$ cat config.mk
export PLATFORM = sky130hd
export DESIGN_NAME = bb3_kernel
export DESIGN_NICKNAME = d
export VERILOG_FILES = /design/src/rtl/assert_macros.svh /design/src/rtl/bb3_pkg.sv /design/src/rtl/bb3_kernel.sv
export SDC_FILE = /design/constraint.sdc
export NUM_CORES = 1
export LEC_CHECK = 0
export ABC_AREA = 1
export BUFFER_PORTS_ARGS = -buffer_cell sky130_fd_sc_hd__buf_2
export CELL_PAD_IN_SITES_DETAIL_PLACEMENT = 0
export CELL_PAD_IN_SITES_GLOBAL_PLACEMENT = 2
export CORE_MARGIN = 10
export CORE_UTILIZATION = 34
export DETAILED_ROUTE_END_ITERATION = 8
export PLACE_DENSITY = 0.95
export REMOVE_ABC_BUFFERS = 1
export SETUP_SLACK_MARGIN = 0.5
export SLEW_MARGIN = 15
export SYNTH_ARGS = -nofsm -noshare
export SYNTH_HDL_FRONTEND = slang
export SYNTH_SLANG_ARGS = --single-unit
$ cat constraint.sdc
create_clock -name vclk -period 14.4
set_input_delay 0.72 -clock vclk [all_inputs]
set_output_delay 0.72 -clock vclk [all_outputs]
set_load 0.03 [all_outputs]
$ cat src/rtl/assert_macros.svh
`ifndef ASSERT_MACROS_SVH
`define ASSERT_MACROS_SVH

// Same-cycle implication, checked on every rising edge outside reset.
`define CHK_IMPLY(label, clk, rst_n, ante, cons) \
    label: assert property (@(posedge clk) disable iff (!rst_n) (ante) |-> (cons)) \
        else $error("same-cycle check failed");

// Next-cycle implication, checked on every rising edge outside reset.
`define CHK_NEXT(label, clk, rst_n, ante, cons) \
    label: assert property (@(posedge clk) disable iff (!rst_n) (ante) |=> (cons)) \
        else $error("next-cycle check failed");

`endif

$ cat src/rtl/bb3_pkg.sv
package bb3_pkg;

    localparam int DEF_MAX_WIDTH      = 2048;
    localparam int DEF_MAX_CHANNELS   = 3;
    localparam int DEF_KERNEL_DIVISOR = 9;

    localparam int PIX_W      = 8;
    localparam int CFG_DATA_W = 12;
    localparam int CFG_IDX_W  = 2;
    localparam int ROW_W      = 13;
    localparam int CH_W       = 2;

    localparam int WIDTH_RESET  = 640;
    localparam int HEIGHT_RESET = 480;
    localparam logic [1:0] CHANNELS_RESET = 2'd1;
    localparam logic [1:0] THREE_CHANNELS = 2'd3;

    typedef enum logic [CFG_IDX_W-1:0] {
        REG_IMAGE_WIDTH   = 2'd0,
        REG_IMAGE_HEIGHT  = 2'd1,
        REG_CHANNEL_COUNT = 2'd2
    } t_cfg_reg;

    // Window indexed [row][column]; row 0 is the oldest line, column 2 the newest.
    typedef logic [2:0][2:0][PIX_W-1:0] t_window;

    typedef struct packed {
        logic x_zero;   // result centers on the last pixel of an earlier row
        logic wide;     // image is at least two pixels wide
        logic x_one;    // result centers on column 0, so the left column repeats
        logic top_rep;  // center row is the first row
        logic bot_rep;  // center row is the last row
    } t_kernel_ctl;

endpackage

$ cat src/rtl/bb3_kernel.sv
module bb3_kernel #(
    parameter int KERNEL_DIVISOR = bb3_pkg::DEF_KERNEL_DIVISOR
) (
    input  bb3_pkg::t_window           i_old,
    input  bb3_pkg::t_window           i_new,
    input  bb3_pkg::t_kernel_ctl       i_ctl,
    output logic [bb3_pkg::PIX_W-1:0]  o_value
);

    localparam int COL_SUM_W = bb3_pkg::PIX_W + 2;
    localparam int SUM_W     = bb3_pkg::PIX_W + 4;
    localparam int SHIFT     = 16;
    localparam int RECIP     = ((1 << SHIFT) + KERNEL_DIVISOR - 1) / KERNEL_DIVISOR;
    localparam int PROD_W    = SUM_W + SHIFT + 1;
    localparam int PIX_MAX   = (1 << bb3_pkg::PIX_W) - 1;

    logic [COL_SUM_W-1:0] edge_left_sum;
    logic [COL_SUM_W-1:0] edge_right_sum;
    logic [COL_SUM_W-1:0] left_sum;
    logic [COL_SUM_W-1:0] mid_sum;
    logic [COL_SUM_W-1:0] right_sum;
    logic [SUM_W-1:0]     total;
    logic [PROD_W-1:0]    product;
    logic [SUM_W-1:0]     quotient;

    function automatic logic [COL_SUM_W-1:0] col_sum(
        input bb3_pkg::t_window win,
        input logic [1:0]       col,
        input logic             top_rep,
        input logic             bot_rep
    );
        logic [bb3_pkg::PIX_W-1:0] top;
        logic [bb3_pkg::PIX_W-1:0] mid;
        logic [bb3_pkg::PIX_W-1:0] bot;
        mid = win[1][col];
        top = top_rep ? mid : win[0][col];
        bot = bot_rep ? mid : win[2][col];
        return COL_SUM_W'(top) + COL_SUM_W'(mid) + COL_SUM_W'(bot);
    endfunction

    // At column 0 the center pixel closed the previous row and the window has
    // not shifted yet, so the right column stands in for the missing neighbor.
    assign edge_left_sum  = col_sum(i_old, i_ctl.wide ? 2'd1 : 2'd2, i_ctl.top_rep,
                                    i_ctl.bot_rep);
    assign edge_right_sum = col_sum(i_old, 2'd2, i_ctl.top_rep, i_ctl.bot_rep);
    assign left_sum       = col_sum(i_new, i_ctl.x_one ? 2'd1 : 2'd0, i_ctl.top_rep,
                                    i_ctl.bot_rep);
    assign mid_sum        = col_sum(i_new, 2'd1, i_ctl.top_rep, i_ctl.bot_rep);
    assign right_sum      = col_sum(i_new, 2'd2, i_ctl.top_rep, i_ctl.bot_rep);

    always_comb begin
        if (i_ctl.x_zero) begin
            total = SUM_W'(edge_left_sum) + (SUM_W'(edge_right_sum) << 1);
        end else begin
            total = SUM_W'(left_sum) + SUM_W'(mid_sum) + SUM_W'(right_sum);
        end
    end

    // Truncating division by the kernel divisor through a rounded-up reciprocal;
    // exact for every sum below 2^12.
    assign product  = PROD_W'(total) * PROD_W'(RECIP);
    assign quotient = product[SHIFT +: SUM_W];
    assign o_value  = (quotient > SUM_W'(PIX_MAX)) ? bb3_pkg::PIX_W'(PIX_MAX)
                                                  : quotient[bb3_pkg::PIX_W-1:0];

endmodule

; Yosys cells after proc, flatten, opt, wreduce, memory -nomap -nowiden
; Index checks and enable logic that the tools add are counted.
[classes]
n_addsub = 13
multipliers = 1
order_cmp = 3
muxes = 26
[op_table]
columns = cell, n
row1 = 8-bit 2-to-1 mux, 17
row2 = 8-bit binary-select mux with 2-bit select, 6
row3 = 9-bit by 8-bit adder with 10-bit output, 5
row4 = 8-bit by 8-bit adder with 9-bit output, 5
row5 = 12-bit by 12-bit multiplier with 24-bit output (second input constant), 1
row6 = 10-bit by 11-bit adder with 12-bit output, 1
row7 = 11-bit by 10-bit adder with 12-bit output, 1
row8 = 12-bit 2-to-1 mux, 1
row9 = 10-bit by 10-bit adder with 11-bit output, 1
row10 = 9-bit by 8-bit > comparator with 1-bit output (second input constant), 1
row11 = 1-bit by 3-bit less-than comparator with 1-bit output (second input constant), 1
row12 = 2-bit by 3-bit less-than comparator with 1-bit output (second input constant), 1
row13 = 2-bit 2-to-1 mux, 1
row14 = 1-bit 2-to-1 mux, 1
[totals]
reg_bits = 0
word_cells = 43

; Depth between registers and ports, before layout
[logic_depth]
word_depth = 12
ltp_mapped = 46
ltp_nobuf = 46

; Worst setup path after synthesis
; Ideal clock, no wire load.
[synth_timing]
path_kind = input port to output port
startpoint = in i_ctl[2] (netlist name)
endpoint = out o_value[2] (netlist name)
arrival_ns = 8.531
t_required_ns = 13.680
path_slack_ns = 5.149
cell_stages = 40
path_cell_list = clkbuf_1 inv_1 clkbuf_1 o21ai_0 a21oi_1 a21oi_1 fa_1 fa_1 fa_1 inv_1 fa_1 inv_1 ha_1 inv_1 fa_1 inv_1 nand4_1 nand4_1 [4 not listed] inv_1 ha_1 inv_1 fa_1 inv_1 fa_1 inv_1 fa_1 inv_1 ha_1 nand2_1 inv_1 nand2_1 nor3_1 nand3_1 nand4_1 nand2_2 o21ai_1
[synth_between]
elab_chain_cells = 12
elab_cells_between_ends = 17
[synth_lines]
columns = element, line_no
row1 = "start, declared", bb3_kernel.sv:6  ; input bb3_pkg::t_kernel_ctl i_ctl,
row2 = 1-bit 2-to-1 mux *, bb3_kernel.sv:46  ; assign left_sum = col_sum(i_new, i_ctl.x_one ? 2'd1 : 2'd0, i_ctl.top_rep,
row3 = 8-bit binary-select mux with 2-bit select (on tied branches), "bb3_kernel.sv:36, bb3_kernel.sv:35"
row4 = 8-bit 2-to-1 mux (on tied branches), "bb3_kernel.sv:36, bb3_kernel.sv:35"
row5 = 8-bit 2-to-1 mux, bb3_kernel.sv:36  ; top = top_rep ? mid : win[0][col];
row6 = 8-bit by 8-bit adder with 9-bit output, bb3_kernel.sv:38  ; return COL_SUM_W'(top) + COL_SUM_W'(mid) + COL_SUM_W'(bot);
row7 = 9-bit by 8-bit adder with 10-bit output *, bb3_kernel.sv:38
row8 = 10-bit by 10-bit adder with 11-bit output *, bb3_kernel.sv:55  ; total = SUM_W'(left_sum) + SUM_W'(mid_sum) + SUM_W'(right_sum);
row9 = 11-bit by 10-bit adder with 12-bit output *, bb3_kernel.sv:55
row10 = 12-bit 2-to-1 mux *, bb3_kernel.sv:52  ; if (i_ctl.x_zero) begin
row11 = 12-bit by 12-bit multiplier with 24-bit output *, bb3_kernel.sv:61  ; assign product = PROD_W'(total) * PROD_W'(RECIP);
row12 = 9-bit by 8-bit > comparator with 1-bit output, bb3_kernel.sv:63  ; assign o_value = (quotient > SUM_W'(PIX_MAX)) ? bb3_pkg::PIX_W'(PIX_MAX)
row13 = 8-bit 2-to-1 mux *, bb3_kernel.sv:63
row14 = "end, declared", bb3_kernel.sv:7  ; output logic [bb3_pkg::PIX_W-1:0] o_value
; Every way passes the cells marked *; elsewhere a longest branch is shown, timed or not. The select of a mux whose other input is x is not followed.

; Worst setup path in the final report
[layout_timing]
startpoint = in i_ctl[0] (netlist name)
endpoint = out o_value[1] (netlist name)
[layout_between]
elab_chain_cells = 8
elab_cells_between_ends = 17
[layout_lines]
columns = element, line_no
row1 = 8-bit 2-to-1 mux, bb3_kernel.sv:37  ; bot = bot_rep ? mid : win[2][col];
row2 = 9-bit by 8-bit adder with 10-bit output, bb3_kernel.sv:38
row3 = 10-bit by 10-bit adder with 11-bit output, bb3_kernel.sv:55
row4 = 11-bit by 10-bit adder with 12-bit output, bb3_kernel.sv:55
row5 = 12-bit 2-to-1 mux *, bb3_kernel.sv:52
row6 = 12-bit by 12-bit multiplier with 24-bit output *, bb3_kernel.sv:61
row7 = 9-bit by 8-bit > comparator with 1-bit output, bb3_kernel.sv:63
row8 = 8-bit 2-to-1 mux *, bb3_kernel.sv:63
; Every way passes the cells marked *; elsewhere a longest branch is shown, timed or not.

==> impl_metrics.yaml <==
synth:
  yosysMostFrequentCell: "nand2_1"
  netlist_area_sq_mm: 0.00681
  synthTopCellsByCount: "nand2_1 (233), inv_1 (204), fa_1 (106), ha_1 (99), o21ai_0 (88)"
  synth_cells: 975
  ys_types: 34
  yosysSeqAreaShare_pct: 0
  yosys_warnings: 0
  synth_top_cell_area_share_pct: 31.2
  yosys-top-cells-area: "fa_1 (31%), ha_1 (18%), nand2_1 (13%), inv_1 (11%), o21ai_0 (6.5%)"
  postSynthAreaPerCell_sq_um: 6.98
  synth_largest_area_cell: "fa_1"
floorplanning:
  die_w_um: 162
  coreArea_sq_mm: 0.0196
  die_h_um: 162
  io_pins: 157
  die-area_sq_mm: 0.0261
  initial_core_util_pct: 34.8
  rows: 51
min_path:
  hp-class: "input port to primary output"
  worstHoldEndpoint: "o_value[3]"
  holdCritStartpoint: "i_ctl[4]"
  hold_path_depth: 10
worst_setup_path:
  crit_type: "input port to primary output"
  slowest_delay_ns: 0.55
  worstPathMaxFanout: 40
  cp_top_family: "adder cells"
  worstPathRequired_ns: 13.68
  cp.arrival_ns: 9.93
  crit_buf_inv: 12
  critPathCaptureType: "primary output"
  cp-start-kind: "input port"
  cp_common_cell: "inv_1"
  cpMaxStageDelayCell: "fa_1"
cts:
  ctsResizeCount: 0
  cts_setup_buffers: 0
  cts_hold_repair.buffers: 0
run:
  maxCapViolCount: 0
sta:
  setup-violations-final: 0
  hold_viol_final: 0
  rsz0062_at_grt: "false"
  setup-tns-final_ns: 0
  worst_hold_slack_ns: 2.53
  final_max_slew_viol_count: 0
  fin_crit_ns: 10.65
  worst_slew_pin_slew_ns: 0.823
  fmax_mhz: 93.9
  relSlewSlack_pct: 45.0
  period_share_pct: 73.9
finish:
  ff_latch_area_sq_um: 0
  area_growth_pct: 13.5
  drive_above_1_share_pct: 13.7
  clockBufferCount: 0
  seq_cells: 0
  nNetsFinal: 1440
placed_design:
  gp_congestion: 0.845
  io_buffers: 133
  dp_hpwl_um: 16100
route:
  drt_wl_total_um: 17800
  drc: 0
  first_iter_violations: 221
  via_per_inst: 4.63
  antenna_left: 0
  vias: 6253
  firstDrtPassIters: 5
  wl_per_cell_um: 13.2
global_routing:
  grt_max_degree: 41
  grt_pass1_wl_um: 31200
  grt_use_total_pct: 13.8
  grt_pass1_vias: 6751
  antenna_found_initial: 1
  grt-ovfl-total: 0
run_status:
  status: "finished, final reports clean"
==> layout by cell type, fill, tap and decap left out, types with 2 or more instances in the layout <==
cell type    n
nand2_1    233
inv_1      204
buf_2      133
fa_1       106
ha_1        99
o21ai_0     88
a21oi_1     64
nand3_1     44
nor2_1      22
nand4_1     13
a22oi_1     10
xor2_1       9
xnor2_1      7
o211ai_1     6
nor3_1       5
nand3b_1     5
or2_2        4
buf_4        4
mux2i_1      3
o21a_1       3
o21ai_1      3
nand2_2      3
o21bai_1     3
o21ai_2      2
nand3_2      2
nor4_1       2
==> layer usage <==
| layer | routed length, um | vias to the layer above | GRT usage (%) |
|---|---|---|---|
| li1 | - | 3310 | - |
| met3 | 664 | 6 | 1.53 |
| met4 | 125 | 0 | 0.786 |
| met1 | 8490 | 2842 | 18.0 |
| met2 | 8550 | 95 | 25.0 |
| met5 | 0 | - | 0 |
==> per-stage QoR <==
| step | util [%] | cells | area [sq um] | worst slack (ns) |
|---|---|---|---|---|
| floorplan | - | 947 | 6700 | 4.85 |
| global placement | 39.5 | 1349 | 7730 | 3.77 |
| detailed placement | 39.5 | 1349 | 7730 | 3.74 |
| CTS | 39.5 | 1349 | 7730 | 3.72 |
| global route | 39.5 | 1350 | 7730 | 3.01 |
| finish | 39.5 | 1350 | 7730 | 3.75 |
==> tightest hold or removal path: cells and delay by family <==
family | cells | cell delay, ns
AOI/OAI and AO/OA | 2 | 0.20
buffers and inverters | 2 | 0.37
and+or+nand+nor | 6 | 0.52
==> worst max-delay path by stage <==
stage | startpoint | to | depth (start not counted)
floorplan | i_ctl[1] | o_value[2] | 38
global placement | i_ctl[0] | o_value[1] | 42
detailed placement | i_ctl[0] | o_value[1] | 42
CTS | i_ctl[0] | o_value[1] | 42
global route | i_ctl[0] | o_value[1] | 42
finish | i_ctl[0] | o_value[1] | 42
==> logic make-up after synthesis <==
group / share of synthesized area, %
buf+inv: 12.9
simple gates: 20.6
mux: 0.441
xor+xnor: 2.06
compound gates: 14.6
fa+ha+maj: 49.3
==> layout make-up <==
cell class                      instances  area, sq um
Fill cell                            2162        11900
Multi-Input combinational cell        742         5930
Inverter                              205          769
Timing Repair Buffer                  137          696
Tap cell                              265          332
Antenna cell                            1         2.50
Power is not shown: default switching activity piles up to over one toggle a cycle in this logic, so the estimate is an artifact.
